<file path="src/drop_driven_bitrate_controller_unit_defines.svh">
// Assertion macros for the drop driven bitrate controller.
// Both expect clk and arst_n in scope at the point of use.
`ifndef DROP_DRIVEN_BITRATE_CONTROLLER_UNIT_DEFINES_SVH
`define DROP_DRIVEN_BITRATE_CONTROLLER_UNIT_DEFINES_SVH
`ifndef SYNTHESIS
`define DDBC_ASSERT_IMP(lbl, ante, cons) \
	lbl: assert property (@(posedge clk) disable iff (!arst_n) (ante) |-> (cons)) \
		else $error("ddbc: same-cycle check failed");
`define DDBC_ASSERT_NXT(lbl, ante, cons) \
	lbl: assert property (@(posedge clk) disable iff (!arst_n) (ante) |=> (cons)) \
		else $error("ddbc: next-cycle check failed");
`else
`define DDBC_ASSERT_IMP(lbl, ante, cons)
`define DDBC_ASSERT_NXT(lbl, ante, cons)
`endif
`endif

</file>
<file path="src/ddbc_pkg.sv">
package ddbc_pkg;

	localparam int RATE_W  = 20;
	localparam int GOP_W   = 6;
	localparam int TIME_W  = 48;
	localparam int DROP_W  = 16;
	localparam int MS_W    = 16;
	localparam int US_W    = 26;
	localparam int MUL_W   = 34;
	localparam int DELTA_W = 22;
	localparam int RAW_W   = 23;
	localparam int PROD_W  = RATE_W + MUL_W;
	localparam int ADDR_W  = 5;
	localparam int DATA_W  = 32;
	localparam int IDX_W   = 3;

	localparam logic [GOP_W-1:0] GOP_NORMAL = 6'd30;
	localparam logic [GOP_W-1:0] GOP_LONG   = 6'd45;

	localparam int unsigned US_PER_MS = 1000;
	// floor(x / 100) == (x * PCT_RECIP) >> PCT_SHIFT for every x below 2**30
	localparam longint unsigned PCT_RECIP = 64'd42949673;
	localparam int PCT_SHIFT = 32;

	localparam logic REQ_DROP = 1'b0;
	localparam logic REQ_TICK = 1'b1;

	localparam logic [DROP_W-1:0] DROP_MAX = '1;

	typedef enum logic [IDX_W-1:0] {
		REG_TARGET   = 3'd0,
		REG_MIN      = 3'd1,
		REG_MAX      = 3'd2,
		REG_WINDOW   = 3'd3,
		REG_THRESH   = 3'd4,
		REG_DOWN_PCT = 3'd5,
		REG_UP_PCT   = 3'd6,
		REG_COOLDOWN = 3'd7
	} reg_idx_t;

	localparam logic [7:0]        RST_TARGET   = 8'd0;
	localparam logic [RATE_W-1:0] RST_MIN      = 20'd500;
	localparam logic [RATE_W-1:0] RST_MAX      = 20'd8000;
	localparam logic [MS_W-1:0]   RST_WINDOW   = 16'd1000;
	localparam logic [DROP_W-1:0] RST_THRESH   = 16'd1;
	localparam logic [6:0]        RST_DOWN_PCT = 7'd20;
	localparam logic [7:0]        RST_UP_PCT   = 8'd5;
	localparam logic [MS_W-1:0]   RST_COOLDOWN = 16'd5000;

	localparam int DEF_INIT_BITRATE = 2000;

	// Working view of the registers: times in microseconds, percentages as
	// scaled reciprocals ready for a single multiply.
	typedef struct packed {
		logic [7:0]        target_stream;
		logic [RATE_W-1:0] min_bitrate;
		logic [RATE_W-1:0] max_bitrate;
		logic [US_W-1:0]   window_us;
		logic [DROP_W-1:0] drop_threshold;
		logic [MUL_W-1:0]  down_mul;
		logic [MUL_W-1:0]  up_mul;
		logic [US_W-1:0]   cooldown_us;
	} cfg_t;

	typedef struct packed {
		logic [RATE_W-1:0] bitrate;
		logic [GOP_W-1:0]  gop;
		logic [TIME_W-1:0] window_start;
		logic [TIME_W-1:0] last_adjust;
		logic [DROP_W-1:0] drop_events;
	} state_t;

	typedef struct packed {
		logic              req_type;
		logic [7:0]        src_stream;
		logic [TIME_W-1:0] now_us;
	} item_t;

	typedef struct packed {
		state_t st_next;
		logic   adjusted;
		logic   cfg_err;
	} step_res_t;

endpackage

</file>
<file path="src/drop_driven_bitrate_controller_unit.sv">
// Drop driven bitrate controller.
// Input channel (in_valid/in_stall): one word is a drop report (req_type 0,
// src_stream) or a time tick (req_type 1, now_us in microseconds). Every word
// gives exactly one result word on the output channel (out_valid/out_stall):
// the bitrate and GOP in effect afterwards, an adjusted flag and config_error.
// Path: a word taken in goes to the input register, then to the result register,
// where out_valid shows it until the receiver takes it.
// Throughput: one word per cycle while the receiver does not stall. The update
// of bitrate, GOP, window and drop count is combinational and closes through
// the state registers: a 20 x 34 bit multiply by a scaled percent reciprocal,
// then subtract or add and clamp.
// While the receiver stalls, the result is held and one more word is still
// taken into the input register; in_stall rises only when both are full.
// Reset clears the registers to their documented values, the bitrate to
// INIT_BITRATE clamped to the reset bounds, GOP 30, counters and times 0.
// Registers are written over the APB port; pready is always high.
`include "drop_driven_bitrate_controller_unit_defines.svh"
module drop_driven_bitrate_controller_unit #(
	parameter int INIT_BITRATE = ddbc_pkg::DEF_INIT_BITRATE
) (
	input  logic                                 clk,
	input  logic                                 arst_n,
	input  logic                                 psel,
	input  logic                                 penable,
	input  logic                                 pwrite,
	input  logic [ddbc_pkg::ADDR_W-1:0]          paddr,
	input  logic [ddbc_pkg::DATA_W-1:0]          pwdata,
	output logic [ddbc_pkg::DATA_W-1:0]          prdata,
	output logic                                 pready,
	input  logic                                 in_valid,
	output logic                                 in_stall,
	input  logic                                 req_type,
	input  logic [7:0]                           src_stream,
	input  logic [ddbc_pkg::TIME_W-1:0]          now_us,
	output logic                                 out_valid,
	input  logic                                 out_stall,
	output logic [ddbc_pkg::RATE_W-1:0]          rate_kbps,
	output logic [ddbc_pkg::GOP_W-1:0]           gop_len,
	output logic                                 adjusted,
	output logic                                 config_error
);

	localparam logic [ddbc_pkg::RATE_W-1:0] INIT_RATE =
		(INIT_BITRATE < int'(ddbc_pkg::RST_MIN)) ? ddbc_pkg::RST_MIN :
		(INIT_BITRATE > int'(ddbc_pkg::RST_MAX)) ? ddbc_pkg::RST_MAX :
		ddbc_pkg::RATE_W'(INIT_BITRATE);

	ddbc_pkg::cfg_t        cfg;
	ddbc_pkg::state_t      st_q;
	ddbc_pkg::item_t       item_s1;
	ddbc_pkg::step_res_t   res;
	logic                  valid_s1;
	logic                  out_valid_q;
	logic [ddbc_pkg::RATE_W-1:0] bitrate_q;
	logic [ddbc_pkg::GOP_W-1:0]  gop_q;
	logic                  adjusted_q;
	logic                  cfg_err_q;
	logic                  out_blocked;
	logic                  load_s1;
	logic                  fire_s1;

	assign pready = 1'b1;

	ddbc_cfg u_cfg (
		.clk     (clk),
		.arst_n  (arst_n),
		.psel    (psel),
		.penable (penable),
		.pwrite  (pwrite),
		.paddr   (paddr),
		.pwdata  (pwdata),
		.prdata  (prdata),
		.cfg     (cfg)
	);

	ddbc_step u_step (
		.cfg  (cfg),
		.st   (st_q),
		.item (item_s1),
		.res  (res)
	);

	assign out_blocked = out_valid_q && out_stall;
	assign in_stall    = valid_s1 && out_blocked;
	assign load_s1     = in_valid && !in_stall;
	assign fire_s1     = valid_s1 && !out_blocked;

	always_ff @(posedge clk or negedge arst_n) begin
		if (!arst_n) begin
			valid_s1 <= 1'b0;
		end else if (load_s1) begin
			valid_s1 <= 1'b1;
		end else if (fire_s1) begin
			valid_s1 <= 1'b0;
		end
	end

	always_ff @(posedge clk) begin
		if (load_s1) begin
			item_s1.req_type   <= req_type;
			item_s1.src_stream <= src_stream;
			item_s1.now_us     <= now_us;
		end
	end

	// Advance the controller state only as the word moves to the result register.
	always_ff @(posedge clk or negedge arst_n) begin
		if (!arst_n) begin
			st_q.bitrate      <= INIT_RATE;
			st_q.gop          <= ddbc_pkg::GOP_NORMAL;
			st_q.window_start <= '0;
			st_q.last_adjust  <= '0;
			st_q.drop_events  <= '0;
		end else if (fire_s1) begin
			st_q <= res.st_next;
		end
	end

	always_ff @(posedge clk or negedge arst_n) begin
		if (!arst_n) begin
			out_valid_q <= 1'b0;
		end else if (fire_s1) begin
			out_valid_q <= 1'b1;
		end else if (!out_stall) begin
			out_valid_q <= 1'b0;
		end
	end

	always_ff @(posedge clk) begin
		if (fire_s1) begin
			bitrate_q  <= res.st_next.bitrate;
			gop_q      <= res.st_next.gop;
			adjusted_q <= res.adjusted;
			cfg_err_q  <= res.cfg_err;
		end
	end

	assign out_valid    = out_valid_q;
	assign rate_kbps    = bitrate_q;
	assign gop_len      = gop_q;
	assign adjusted     = adjusted_q;
	assign config_error = cfg_err_q;

	`DDBC_ASSERT_IMP(a_adjust_not_frozen, out_valid_q && adjusted_q, !cfg_err_q)
	`DDBC_ASSERT_IMP(a_gop_legal, out_valid_q, (gop_q == ddbc_pkg::GOP_NORMAL) || (gop_q == ddbc_pkg::GOP_LONG))
	`DDBC_ASSERT_NXT(a_frozen_state, fire_s1 && res.cfg_err, $stable(st_q))
	`DDBC_ASSERT_NXT(a_adjust_time, fire_s1 && res.adjusted, st_q.last_adjust == $past(item_s1.now_us))

endmodule

</file>
<file path="src/ddbc_cfg.sv">
module ddbc_cfg (
	input  logic                          clk,
	input  logic                          arst_n,
	input  logic                          psel,
	input  logic                          penable,
	input  logic                          pwrite,
	input  logic [ddbc_pkg::ADDR_W-1:0]   paddr,
	input  logic [ddbc_pkg::DATA_W-1:0]   pwdata,
	output logic [ddbc_pkg::DATA_W-1:0]   prdata,
	output ddbc_pkg::cfg_t                cfg
);

	function automatic logic [ddbc_pkg::US_W-1:0] ms_to_us(input logic [ddbc_pkg::MS_W-1:0] ms);
		ms_to_us = ddbc_pkg::US_W'(ms) * ddbc_pkg::US_W'(ddbc_pkg::US_PER_MS);
	endfunction

	function automatic logic [ddbc_pkg::MUL_W-1:0] pct_mul(input logic [7:0] pct);
		pct_mul = ddbc_pkg::MUL_W'(pct) * ddbc_pkg::MUL_W'(ddbc_pkg::PCT_RECIP);
	endfunction

	logic [7:0]                    target_q;
	logic [ddbc_pkg::RATE_W-1:0]   min_q;
	logic [ddbc_pkg::RATE_W-1:0]   max_q;
	logic [ddbc_pkg::MS_W-1:0]     window_ms_q;
	logic [ddbc_pkg::US_W-1:0]     window_us_q;
	logic [ddbc_pkg::DROP_W-1:0]   thresh_q;
	logic [6:0]                    down_pct_q;
	logic [ddbc_pkg::MUL_W-1:0]    down_mul_q;
	logic [7:0]                    up_pct_q;
	logic [ddbc_pkg::MUL_W-1:0]    up_mul_q;
	logic [ddbc_pkg::MS_W-1:0]     cooldown_ms_q;
	logic [ddbc_pkg::US_W-1:0]     cooldown_us_q;

	logic                          wr_en;
	ddbc_pkg::reg_idx_t            idx;

	assign wr_en = psel && penable && pwrite;
	assign idx   = ddbc_pkg::reg_idx_t'(paddr[ddbc_pkg::ADDR_W-1:2]);

	// Derived values are formed at write time so the update path sees them ready.
	always_ff @(posedge clk or negedge arst_n) begin
		if (!arst_n) begin
			target_q      <= ddbc_pkg::RST_TARGET;
			min_q         <= ddbc_pkg::RST_MIN;
			max_q         <= ddbc_pkg::RST_MAX;
			window_ms_q   <= ddbc_pkg::RST_WINDOW;
			window_us_q   <= ms_to_us(ddbc_pkg::RST_WINDOW);
			thresh_q      <= ddbc_pkg::RST_THRESH;
			down_pct_q    <= ddbc_pkg::RST_DOWN_PCT;
			down_mul_q    <= pct_mul({1'b0, ddbc_pkg::RST_DOWN_PCT});
			up_pct_q      <= ddbc_pkg::RST_UP_PCT;
			up_mul_q      <= pct_mul(ddbc_pkg::RST_UP_PCT);
			cooldown_ms_q <= ddbc_pkg::RST_COOLDOWN;
			cooldown_us_q <= ms_to_us(ddbc_pkg::RST_COOLDOWN);
		end else if (wr_en) begin
			case (idx)
				ddbc_pkg::REG_TARGET: begin
					target_q <= pwdata[7:0];
				end
				ddbc_pkg::REG_MIN: begin
					min_q <= pwdata[ddbc_pkg::RATE_W-1:0];
				end
				ddbc_pkg::REG_MAX: begin
					max_q <= pwdata[ddbc_pkg::RATE_W-1:0];
				end
				ddbc_pkg::REG_WINDOW: begin
					window_ms_q <= pwdata[ddbc_pkg::MS_W-1:0];
					window_us_q <= ms_to_us(pwdata[ddbc_pkg::MS_W-1:0]);
				end
				ddbc_pkg::REG_THRESH: begin
					thresh_q <= pwdata[ddbc_pkg::DROP_W-1:0];
				end
				ddbc_pkg::REG_DOWN_PCT: begin
					down_pct_q <= pwdata[6:0];
					down_mul_q <= pct_mul({1'b0, pwdata[6:0]});
				end
				ddbc_pkg::REG_UP_PCT: begin
					up_pct_q <= pwdata[7:0];
					up_mul_q <= pct_mul(pwdata[7:0]);
				end
				ddbc_pkg::REG_COOLDOWN: begin
					cooldown_ms_q <= pwdata[ddbc_pkg::MS_W-1:0];
					cooldown_us_q <= ms_to_us(pwdata[ddbc_pkg::MS_W-1:0]);
				end
				default: begin
				end
			endcase
		end
	end

	always_comb begin
		case (idx)
			ddbc_pkg::REG_TARGET:   prdata = ddbc_pkg::DATA_W'(target_q);
			ddbc_pkg::REG_MIN:      prdata = ddbc_pkg::DATA_W'(min_q);
			ddbc_pkg::REG_MAX:      prdata = ddbc_pkg::DATA_W'(max_q);
			ddbc_pkg::REG_WINDOW:   prdata = ddbc_pkg::DATA_W'(window_ms_q);
			ddbc_pkg::REG_THRESH:   prdata = ddbc_pkg::DATA_W'(thresh_q);
			ddbc_pkg::REG_DOWN_PCT: prdata = ddbc_pkg::DATA_W'(down_pct_q);
			ddbc_pkg::REG_UP_PCT:   prdata = ddbc_pkg::DATA_W'(up_pct_q);
			ddbc_pkg::REG_COOLDOWN: prdata = ddbc_pkg::DATA_W'(cooldown_ms_q);
			default:                prdata = '0;
		endcase
	end

	assign cfg.target_stream  = target_q;
	assign cfg.min_bitrate    = min_q;
	assign cfg.max_bitrate    = max_q;
	assign cfg.window_us      = window_us_q;
	assign cfg.drop_threshold = thresh_q;
	assign cfg.down_mul       = down_mul_q;
	assign cfg.up_mul         = up_mul_q;
	assign cfg.cooldown_us    = cooldown_us_q;

endmodule

</file>
<file path="src/ddbc_step.sv">
module ddbc_step (
	input  ddbc_pkg::cfg_t      cfg,
	input  ddbc_pkg::state_t    st,
	input  ddbc_pkg::item_t     item,
	output ddbc_pkg::step_res_t res
);

	logic                           cfg_err;
	logic [ddbc_pkg::TIME_W-1:0]    since_window;
	logic [ddbc_pkg::TIME_W-1:0]    since_adjust;
	logic                           boundary;
	logic                           go_down;
	logic                           go_up;
	logic [ddbc_pkg::MUL_W-1:0]     mul_sel;
	logic [ddbc_pkg::PROD_W-1:0]    prod;
	logic [ddbc_pkg::DELTA_W-1:0]   delta;
	logic [ddbc_pkg::DELTA_W-1:0]   delta_nz;
	logic [ddbc_pkg::RAW_W-1:0]     raw;
	logic [ddbc_pkg::RATE_W-1:0]    clamped;

	assign cfg_err = cfg.min_bitrate > cfg.max_bitrate;

	// Comparing microseconds against ms*1000 matches the truncated ms compare.
	assign since_window = item.now_us - st.window_start;
	assign since_adjust = item.now_us - st.last_adjust;
	assign boundary = (item.req_type == ddbc_pkg::REQ_TICK) && (item.now_us != '0)
		&& (since_window >= ddbc_pkg::TIME_W'(cfg.window_us));

	assign go_down = st.drop_events >= cfg.drop_threshold;
	assign go_up   = (st.drop_events == '0)
		&& (since_adjust >= ddbc_pkg::TIME_W'(cfg.cooldown_us));

	// One shared multiply: current rate times the chosen percent reciprocal.
	assign mul_sel  = go_down ? cfg.down_mul : cfg.up_mul;
	assign prod     = ddbc_pkg::PROD_W'(st.bitrate) * ddbc_pkg::PROD_W'(mul_sel);
	assign delta    = prod[ddbc_pkg::PCT_SHIFT +: ddbc_pkg::DELTA_W];
	assign delta_nz = (delta == '0) ? ddbc_pkg::DELTA_W'(1) : delta;

	always_comb begin
		if (go_down) begin
			if (delta_nz > ddbc_pkg::DELTA_W'(st.bitrate)) begin
				raw = '0;
			end else begin
				raw = ddbc_pkg::RAW_W'(st.bitrate) - ddbc_pkg::RAW_W'(delta_nz);
			end
		end else begin
			raw = ddbc_pkg::RAW_W'(st.bitrate) + ddbc_pkg::RAW_W'(delta_nz);
		end
		if (raw < ddbc_pkg::RAW_W'(cfg.min_bitrate)) begin
			clamped = cfg.min_bitrate;
		end else if (raw > ddbc_pkg::RAW_W'(cfg.max_bitrate)) begin
			clamped = cfg.max_bitrate;
		end else begin
			clamped = raw[ddbc_pkg::RATE_W-1:0];
		end
	end

	always_comb begin
		res.st_next  = st;
		res.adjusted = 1'b0;
		res.cfg_err  = cfg_err;
		if (!cfg_err) begin
			if (item.req_type == ddbc_pkg::REQ_DROP) begin
				if (item.src_stream == cfg.target_stream
					&& st.drop_events != ddbc_pkg::DROP_MAX) begin
					res.st_next.drop_events = st.drop_events + ddbc_pkg::DROP_W'(1);
				end
			end else if (boundary) begin
				if (go_down || go_up) begin
					res.st_next.bitrate     = clamped;
					res.st_next.gop         = go_down ? ddbc_pkg::GOP_LONG : ddbc_pkg::GOP_NORMAL;
					res.st_next.last_adjust = item.now_us;
					res.adjusted            = 1'b1;
				end
				res.st_next.drop_events  = '0;
				res.st_next.window_start = item.now_us;
			end
		end
	end

endmodule

</file>
<file path="config.mk">
export PLATFORM = sky130hd
export DESIGN_NAME = drop_driven_bitrate_controller_unit
export DESIGN_NICKNAME = d
export VERILOG_FILES = /design/src/ddbc_pkg.sv /design/src/drop_driven_bitrate_controller_unit.sv /design/src/ddbc_cfg.sv /design/src/ddbc_step.sv
export VERILOG_INCLUDE_DIRS = /design/src /design/src/src
export SDC_FILE = /design/constraint.sdc
export NUM_CORES = 2
export LEC_CHECK = 0
export CAP_MARGIN = 20
export CORE_AREA = 5 5 383 460
export CTS_CLUSTER_DIAMETER = 40
export DETAILED_ROUTE_END_ITERATION = 7
export DIE_AREA = 0 0 388 465
export DONT_BUFFER_PORTS = 1
export GPL_ROUTABILITY_DRIVEN = 0
export GPL_TIMING_DRIVEN = 0
export PLACE_DENSITY_LB_ADDON = 0.3
export SLEW_MARGIN = 10
export SYNTH_ARGS = -nofsm -noshare
export SYNTH_HDL_FRONTEND = slang
export SYNTH_SLANG_ARGS = --single-unit
</file>
<file path="constraint.sdc">
create_clock -name clk -period 18.2 [get_ports clk]
set_input_delay 0.91 -clock clk [delete_from_list [all_inputs] [get_ports clk]]
set_output_delay 0.91 -clock clk [all_outputs]
set_load 0.1 [all_outputs]
</file>
==> out/metrics.yaml <==
run_status:
  status: "complete, but fails checks"
  violations: "antenna rules"
critical_path:
  critPathMostFrequentCell: "fa_1"
  crit_family: "compound AO/OA/AOI/OAI gates"
  cpPeakStageDelay_ns: 0.57
  timing.critical_path.buf_inv: 11
  crit_required_ns: 18.56
  path_class: "reg2reg"
  r2r_start: "u_cfg.thresh_q[0]"
  arrival_ns: 18.07
  path_max_fanout: 10
  r2r_setup_slack_ns: 0.49
  reg2regPathDepth: 63
  crit_path_end_kind: "register"
  r2r_end: "rate_kbps[5]"
  cp_slowest_cell: "dfstp_2"
  start_kind: "register"
floorplanning:
  design.die.area_sq_mm: 0.1804
  row_count: 167
  core-area_sq_mm: 0.1715
  initial_core_util_pct: 33.72
  die_x_um: 388
  num_io_pins: 164
  fp.dieH_um: 465
cts:
  cts_tree: "yes"
  cts.clk_slew.worst_paths_ns: 0.05
  h-tree-depth: 3
  cts-root-buf: "clkbuf_16"
  cts_sinks: 439
  clkLatencyLatePin_ns: 0.69
  ctsLongestPathBuffers: 3
  cts_made_buffers: 84
logic_synthesis:
  avgSynthCellArea_sq_um: 9.092
  netlist.area_leader.share_pct: 23.81
  synth_cells: 6362
  yosys-top-cells-area: "fa_1 24%, ha_1 14%, dfrtp_1 12%"
  mappedNetlistArea_sq_mm: 0.05784
  yosysWarningCount: 0
  ys_ff_latch: 439
  synth_commonest_cells: "1087 x inv_1, 797 x nand2_1, 688 x fa_1"
  async_flop_share_pct: 80.64
  yosysTopAreaCell: "fa_1"
  ys.flop_type: "dfrtp_1"
  synth_edf_count: 85
  synth.most_common_cell: "inv_1"
  ys_types: 101
  synth_seq_area_share_pct: 19.90
detailed_routing:
  vias_per_cell: 5.157
  drc: 0
  drt_iter0_markers: 2494
  first_pass_iters: 7
  ant_nets: 1
  dr_total_vias: 45597
  avgRoutedWirePerCell_um: 21.01
  wl_um: 185700
placement:
  io_buffers: 0
  dp_hpwl_um: 151100
min_path:
  worstHoldPathType: "in2async"
grt:
  grt_pass1_wl_um: 287400
  first_global_vias: 48721
  grt-ovfl-total: 0
  antenna_found_initial: 14
  grt_max_degree: 275
  grt.total_usage_pct: 20.53
finish:
  final_layout_size_suffix_gt1_share_pct: 7.625
  fin_util_pct: 37.41
  syn2layout_area_growth_pct: 10.94
  nets: 7887
  num-fill-cells: 17291
timing:
  max-slew-margin-rel_pct: 14.37
  min_period_ns: 17.71
  post-route-period-util_pct: 97.31
  max_clock_freq_ghz: 0.05646
  rsz0062_at_grt: "false"
  worst_pin_slew_ns: 1.252
  setup_viol: 0
  drv_slew: 0
  finalClockSkew_ns: 0.04177
  holdWs_ns: 0.1133
  hold_violations: 0
job:
  maxCapViolations: 0
per-layer routing:
layer	vias to the layer above	part of all wire, %	GRT usage, %
met3	412	6.0	3.763
met2	1321	49	36.32
met1	22739	40	24.38
met5	-	0	0
met4	0	5.2	8.931
li1	21125	-	-
through the flow:
| stage | cell area, sq um | cells | TNS, ns | setup WS [ns] |
|---|---|---|---|---|
| floorplan | 57880 | 6373 | 0 | 3.125 |
| global placement | 60740 | 8654 | -99.96 | -2.812 |
| detailed placement | 60900 | 8660 | -104.13 | -2.903 |
| CTS | 63990 | 8822 | 0 | 0.002393 |
| global route | 64140 | 8831 | 0 | 0.03180 |
| finish | 64170 | 8841 | 0 | 0.4888 |
cell type report:
class	instances	area (sq um)	share of cell area [%]
diodes	16	40.04	0.06240
plain buffers	277	1214	1.891
clock buffers	99	2220	3.459
clock inverters	58	673.1	1.049
inverters	1087	4080	6.358
multi-input cells	4569	41350	64.45
flip-flops and latches	439	11510	17.94
well taps	2281	2854	4.448
repair buffers	15	222.7	0.3471
cell usage in the layout, fill, tap and decap left out, types with 58 or more instances in the layout:
master	n
and2_1	301
a21oi_1	251
o21ai_0	317
fa_1	688
clkbuf_16	85
dfstp_2	80
inv_1	1086
ha_1	625
a21o_1	141
nand3_1	73
edfxtp_1	85
nand2_1	793
nor3_1	58
nor2_1	180
clkbuf_1	177
mux2_1	76
dfrtp_1	274
xnor2_1	116
mux2_2	98
xor2_1	72
kinds of logic (layout without fill, tap and decap cells):
family                     after synthesis  after routing  share of synthesized area [%]
xor gates and xnor gates               188            188                          2.847
muxes                                  201            201                          4.015
and+or+nand+nor                       1732           1732                          14.34
AOI/OAI and AO/OA                     1122           1122                          12.54
adders and majority gates             1313           1313                          37.33
buffers and inverters                 1365           1536                          9.016
other                                    2             29                        0.01298
DFF                                    439            439                          19.90
flip-flops by register name (all words and copies together), names as in the netlist:
name / count
u_cfg.max_q: 20
config_error: 1
u_cfg.down_mul_q: 30
u_cfg.window_ms_q: 16
u_cfg.up_pct_q: 5
u_cfg.down_pct_q: 7
u_cfg.thresh_q: 16
u_cfg.target_q: 8
st_q: 138
u_cfg.cooldown_us_q: 21
u_cfg.cooldown_ms_q: 16
item_s1: 57
u_cfg.window_us_q: 21
out_valid: 1
u_cfg.min_q: 20
gop_len: 6
u_cfg.up_mul_q: 34
adjusted: 1
rate_kbps: 20
valid_s1: 1
what timing repair did:
action	in CTS	in global routing
buffers inserted	4	3
setup endpoints to repair	40	40
hold buffers	1	0
gates resized for setup	60	55
pin swaps	2	1
endpoints found under the hold margin	274	0
worst max-delay path by stage:
stage	to	start	depth (start not counted)
after floorplan	rate_kbps[17]	u_cfg.thresh_q[0]	61
after global placement	rate_kbps[11]	u_cfg.thresh_q[0]	63
after detailed placement	rate_kbps[11]	u_cfg.thresh_q[0]	63
after CTS	rate_kbps[11]	u_cfg.thresh_q[0]	63
after global routing	rate_kbps[13]	st_q[0]	63
final	rate_kbps[5]	u_cfg.thresh_q[0]	63
Power is left out: the tool's default activity adds up to more than one toggle a clock period on the data nets, which glitch-free logic cannot reach.
